[src/rtl/bch_pkg.sv]
// ----------------------------------------------------------------------------
// bch_pkg
// Shared widths, reset values and bit helpers for the BCH(31,21) corrector.
// ----------------------------------------------------------------------------
`default_nettype none

package bch_pkg;

  localparam int WORD_BITS       = 32;
  localparam int POLY_BITS       = 11;
  localparam int IDX_BITS        = $clog2(WORD_BITS);
  localparam int CODE_LENGTH_DEF = 31;
  localparam int DATA_BITS_DEF   = 21;

  typedef logic [WORD_BITS-1:0] word_t;
  typedef logic [POLY_BITS-1:0] poly_t;
  typedef logic [IDX_BITS-1:0]  idx_t;

  localparam poly_t POLY_RESET = 11'h769;

  // isolate the lowest set bit
  function automatic word_t lowest_bit(word_t v);
    return v & (~v + word_t'(1));
  endfunction

  // index of a one-hot word (zero when empty)
  function automatic idx_t onehot_index(word_t oh);
    idx_t idx;
    idx = '0;
    for (int k = 0; k < WORD_BITS; k++) begin
      if (oh[k]) begin
        idx = idx | idx_t'(k);
      end
    end
    return idx;
  endfunction

endpackage

`default_nettype wire

[src/rtl/bch_ifs.sv]
// ----------------------------------------------------------------------------
// bch_ifs
// Valid/ready channels of the corrector: received word, corrected word and
// generator write.
// ----------------------------------------------------------------------------
`default_nettype none


interface bch_cfg_if;
  logic           valid;
  logic           ready;
  bch_pkg::poly_t generator_poly;
  modport source (output valid, output generator_poly, input ready);
  modport sink   (input valid, input generator_poly, output ready);
endinterface

`default_nettype wire

[src/rtl/bch_colgen.sv]
// ----------------------------------------------------------------------------
// bch_colgen
// Holds the generator and builds the syndrome column of every word bit,
// one long-division step per cycle for all columns at once.
// ----------------------------------------------------------------------------
`default_nettype none

module bch_colgen #(
  parameter int CODE_LENGTH = bch_pkg::CODE_LENGTH_DEF,
  parameter int DATA_BITS   = bch_pkg::DATA_BITS_DEF,
  parameter int REM_BITS    = bch_pkg::WORD_BITS - 1
) (
  input  logic                                     clk,
  input  logic                                     rst,
  bch_cfg_if.sink                                  cfg,
  output logic                                     busy,
  output logic [bch_pkg::WORD_BITS-1:0][REM_BITS-1:0] cols
);
  import bch_pkg::*;

  localparam int STEP_W = $clog2(DATA_BITS);
  localparam logic [REM_BITS-1:0] TOP_MASK = REM_BITS'(1) << (CODE_LENGTH - 1);

  poly_t                              poly;
  logic [STEP_W-1:0]                  step;
  logic [REM_BITS-1:0]                mask_vec;
  logic [REM_BITS-1:0]                div_vec;
  logic [WORD_BITS-1:0][REM_BITS-1:0] cols_next;
  logic [WORD_BITS-1:0][REM_BITS-1:0] unit_cols;

  assign cfg.ready = 1'b1;

  always_comb begin
    mask_vec = TOP_MASK >> step;
    div_vec  = (REM_BITS'(poly) << (DATA_BITS - 1)) >> step;
    unit_cols[0] = '0;
    for (int i = 1; i < WORD_BITS; i++) begin
      unit_cols[i] = REM_BITS'(1) << (i - 1);
    end
    for (int i = 0; i < WORD_BITS; i++) begin
      cols_next[i] = (|(cols[i] & mask_vec)) ? (cols[i] ^ div_vec) : cols[i];
    end
  end

  always_ff @(posedge clk) begin
    if (rst) begin
      poly <= POLY_RESET;
      busy <= 1'b1;
      step <= '0;
      cols <= unit_cols;
    end else if (cfg.valid && cfg.ready) begin
      poly <= cfg.generator_poly;
      busy <= 1'b1;
      step <= '0;
      cols <= unit_cols;
    end else if (busy) begin
      cols <= cols_next;
      step <= step + STEP_W'(1);
      if (step == STEP_W'(DATA_BITS - 1)) begin
        busy <= 1'b0;
      end
    end
  end

endmodule

`default_nettype wire

[src/flat_wrapper.sv]
// flat-port wrapper written by rule: the top's interface ports become plain ports
module bch_colgen_flat import bch_pkg::*;
#(
  parameter int CODE_LENGTH = bch_pkg::CODE_LENGTH_DEF,
  parameter int DATA_BITS   = bch_pkg::DATA_BITS_DEF,
  parameter int REM_BITS    = bch_pkg::WORD_BITS - 1
)
  (clk, rst, busy, cols, cfg_valid, cfg_generator_poly, cfg_ready);
  bch_cfg_if cfg_i ();
  input  logic clk;
  input  logic rst;
  output logic busy;
  output logic [bch_pkg::WORD_BITS-1:0][REM_BITS-1:0] cols;
  input wire logic [$bits(cfg_i.valid)-1:0] cfg_valid;
  input wire logic [$bits(cfg_i.generator_poly)-1:0] cfg_generator_poly;
  output wire logic [$bits(cfg_i.ready)-1:0] cfg_ready;
  assign cfg_i.valid = cfg_valid;
  assign cfg_i.generator_poly = cfg_generator_poly;
  assign cfg_ready = cfg_i.ready;
  bch_colgen #(.CODE_LENGTH(CODE_LENGTH), .DATA_BITS(DATA_BITS), .REM_BITS(REM_BITS)) u_core (.clk(clk), .rst(rst), .cfg(cfg_i), .busy(busy), .cols(cols));
endmodule
[config.mk]
export PLATFORM = sky130hd
export DESIGN_NAME = bch_colgen_flat
export DESIGN_NICKNAME = d
export VERILOG_FILES = /design/src/rtl/bch_pkg.sv /design/src/rtl/bch_ifs.sv /design/src/rtl/bch_colgen.sv /design/src/flat_wrapper.sv
export SDC_FILE = /design/constraint.sdc
export NUM_CORES = 2
export LEC_CHECK = 0
export ABC_CLOCK_PERIOD_IN_PS = 5340
export BUFFER_PORTS_ARGS = -buffer_cell sky130_fd_sc_hd__buf_2
export CORE_AREA = 5 5 393 395
export CTS_CLUSTER_SIZE = 24
export DETAILED_ROUTE_END_ITERATION = 8
export DIE_AREA = 0 0 398 400
export PLACE_DENSITY = 0.64
export SYNTH_ARGS = -nofsm -noshare
export SYNTH_HDL_FRONTEND = slang
export SYNTH_SLANG_ARGS = --single-unit
[constraint.sdc]
create_clock -name clk -period 5.34 [get_ports clk]
set_input_delay 0.267 -clock clk [delete_from_list [all_inputs] [get_ports clk]]
set_output_delay 0.267 -clock clk [all_outputs]
set_load 0.005 [all_outputs]
==> flow_metrics.py <==
metrics = {
    "outcome": {
        "status": "complete, but fails checks",
        "violations": "design-rule violations",
    },
    "critical_path": {
        "cp-end-kind": "register",
        "arrival_ps": 5200,
        "path_common_cell": "buf_4",
        "crit_type": "reg -> reg",
        "slowest_stage": "clkinv_1",
        "cp_top_family": "buffers and inverters",
        "required_ps": 6010,
        "cpPeakStageDelay_ps": 1020,
        "cp.depth": 8,
        "crit_path_max_fanout": 34,
        "path_cells": "inv_1 -> buf_4 -> ha_4 -> clkinv_1 -> buf_4 -> o2111a_1 -> a21oi_1 -> mux2i_1",
        "reg2regPathDepth": 8,
        "crit_path_start_kind": "register",
        "crit_buf_inv": 4,
    },
    "cts": {
        "htree_num_levels": 3,
        "ctsRootBufferMaster": "clkbuf_16",
        "clkLatencyLatePin_ps": 770,
        "cts_setup_buffers": 0,
        "cts.repair.resized": 0,
        "cts_buffer_depth": 3,
        "cts_hold_buf": 11,
        "numCtsBuffers": 115,
        "clock_sinks": 1009,
        "clk_pin_slew_ps": 70,
        "cts_tree": "yes",
    },
    "place": {
        "io_buffers": 1006,
        "place_hpwl_um": 220700,
        "routabilityCongestion": 0.9279,
        "dp.cells": 8795,
    },
    "synthesis": {
        "ys_types": 86,
        "synthTopCellsByCount": "dfxtp_1, or3_1, a21oi_1, o21ai_0, mux2i_1",
        "synth_warnings": 0,
        "netlist_area_mm2": 0.05276,
        "ys_ff_latch": 1009,
        "synth_nets": 6285,
        "synthCells": 6265,
        "yosys-top-cells-area": "dfxtp_1, or3_1, mux2i_1",
        "dominantRegCellSynth": "dfxtp_1",
        "synth_edf_count": 0,
        "synth_top_area_share_pct": 38.28,
        "synth_area_leader_cell": "dfxtp_1",
        "syn_area_per_cell_um2": 8.422,
        "synth.most_common_cell": "dfxtp_1",
        "ys_seq_area_share_pct": 38.28,
        "async_flop_share_pct": 0,
    },
    "die": {
        "start_util_pct": 34.98,
        "core_area_mm2": 0.1508,
        "die_x_um": 398,
        "dieArea_mm2": 0.1592,
        "pin_count": 1008,
        "die_h_um": 400,
        "num_rows": 143,
    },
    "timing": {
        "fin_skew_ps": 31.46,
        "finalSetupViolations": 0,
        "worstMarginPinSlew_ps": 1444,
        "fmax_mhz": 220.6,
        "setup_tns_ps": 0,
        "hold_violations": 0,
        "fin_crit_sh_pct": 84.90,
        "holdWs_ps": 146.7,
        "rsz0062_at_grt": "no",
        "maxSlewViolCount": 0,
        "worst_slew_margin_rel_pct": 3.294,
        "fin_crit_ps": 4533,
    },
    "cells_and_area": {
        "area_delta_synth_final_pct": 20.89,
        "fillerInstances": 14965,
        "layout.nets": 6913,
        "layout-drive-gt1-share_pct": 24.63,
        "layoutNonFillerInstCount": 9051,
    },
    "worst_hold_path": {
        "hp-class": "in -> reg",
        "worstHoldPathCells": 2,
    },
    "routing": {
        "dr.pass1.iters": 9,
        "ant_nets": 0,
        "drt_iter0_drc": 9537,
        "routed-via-count": 59141,
        "wl_per_cell_um": 36.73,
        "wirelength_um": 332500,
        "drcViolationCount": 3,
        "vias_per_cell": 6.534,
    },
    "global_routing": {
        "antenna_found_initial": 43,
        "first_global_vias": 52828,
        "grt_max_degree": 248,
        "track_usage_pct": 39.23,
        "grt.overflow.total": 0,
        "grt_pass1_wl_um": 440700,
    },
    "power_and_ir_drop": {
        "irDropWorstVdd_mv": 0.2590,
        "powerDensity_mw_per_mm2": 267.0,
        "leakagePower_nw": 22.77,
    },
    "run": {
        "cap_violations": 0,
    },
}
-- registers in the layout, indices dropped and copies added, names as in the netlist --
signal	count
u_core.step	5
u_core.cols	992
u_core.busy	1
u_core.poly	11
-- report_power, final --
| group | switching [mW] | total [mW] | internal (mW) |
|---|---|---|---|
| Sequential | 0.0261 | 7.57 | 7.54 |
| Clock | 3.62 | 8.31 | 4.69 |
| Combinational | 0.917 | 1.15 | 0.236 |
-- cell families (layout without fill, tap and decap cells) --
| family | count (synthesis) | after routing | share of synthesized area, % |
|---|---|---|---|
| mux | 635 | 635 | 12.77 |
| simple gates | 1830 | 1830 | 20.04 |
| xor+xnor | 3 | 3 | 0.04981 |
| fa+ha+maj | 6 | 6 | 0.1423 |
| flops | 1009 | 1009 | 38.28 |
| other cells | 1 | 30 | 0.007107 |
| buf+inv | 727 | 1454 | 6.168 |
| compound gates | 2054 | 2054 | 22.53 |
-- cell usage in the layout, fill, tap and decap left out, types with 37 or more instances in the layout --
cell       instances
a21oi_1          916
a21oi_2           79
a22o_1            39
a22oi_1          133
buf_2           1004
buf_4            190
clkbuf_16        116
dfxtp_1         1006
mux2_2            89
mux2i_1          518
nand2_1          479
nand3_1           56
nor2_1            41
o21ai_0          591
o21ai_1           37
o22ai_1           38
or3_1            974
-- final cells by class --
class	count	area [um2]	area share [%]
inverter	12	46.29	0.07258
tap	2030	2540	3.982
clock buffer	168	3348	5.249
antenna	29	72.57	0.1138
timing repair buffer	1226	6970	10.93
multi-input combinational	4529	30080	47.15
sequential	1009	20210	31.68
clock inverter	48	520.5	0.8160
-- layer usage --
metal	global-route usage [%]	share of wire (%)	vias to the layer above
met1	47.56	36	28813
met2	57.10	41	4787
li1	-	-	24343
met4	28.34	8.5	10
met5	0	0.022	-
met3	14.36	14	1188
-- path summary, 6_finish.rpt --
| kind | slack (ps) | endpoint | from |
|---|---|---|---|
| min reg2reg | 480 | u_core.cols[637] | u_core.cols[637] |
| min | 150 | u_core.poly[2] | rst |
| max | 810 | u_core.cols[392] | u_core.step[0] |
| max reg2reg | 810 | u_core.cols[392] | u_core.step[0] |
-- through the flow --
stage	setup WS (ps)	power (mW)	utilization [%]	cell area [um2]
global placement	1061	8.811	39.60	59730
global route	670.1	17.35	42.25	63720
floorplan	2053	8.267	-	52760
detailed placement	1037	8.823	39.60	59730
finish	806.5	17.03	42.29	63790
CTS	982.0	17.02	42.24	63710
Power figures use the tool's default switching activity.
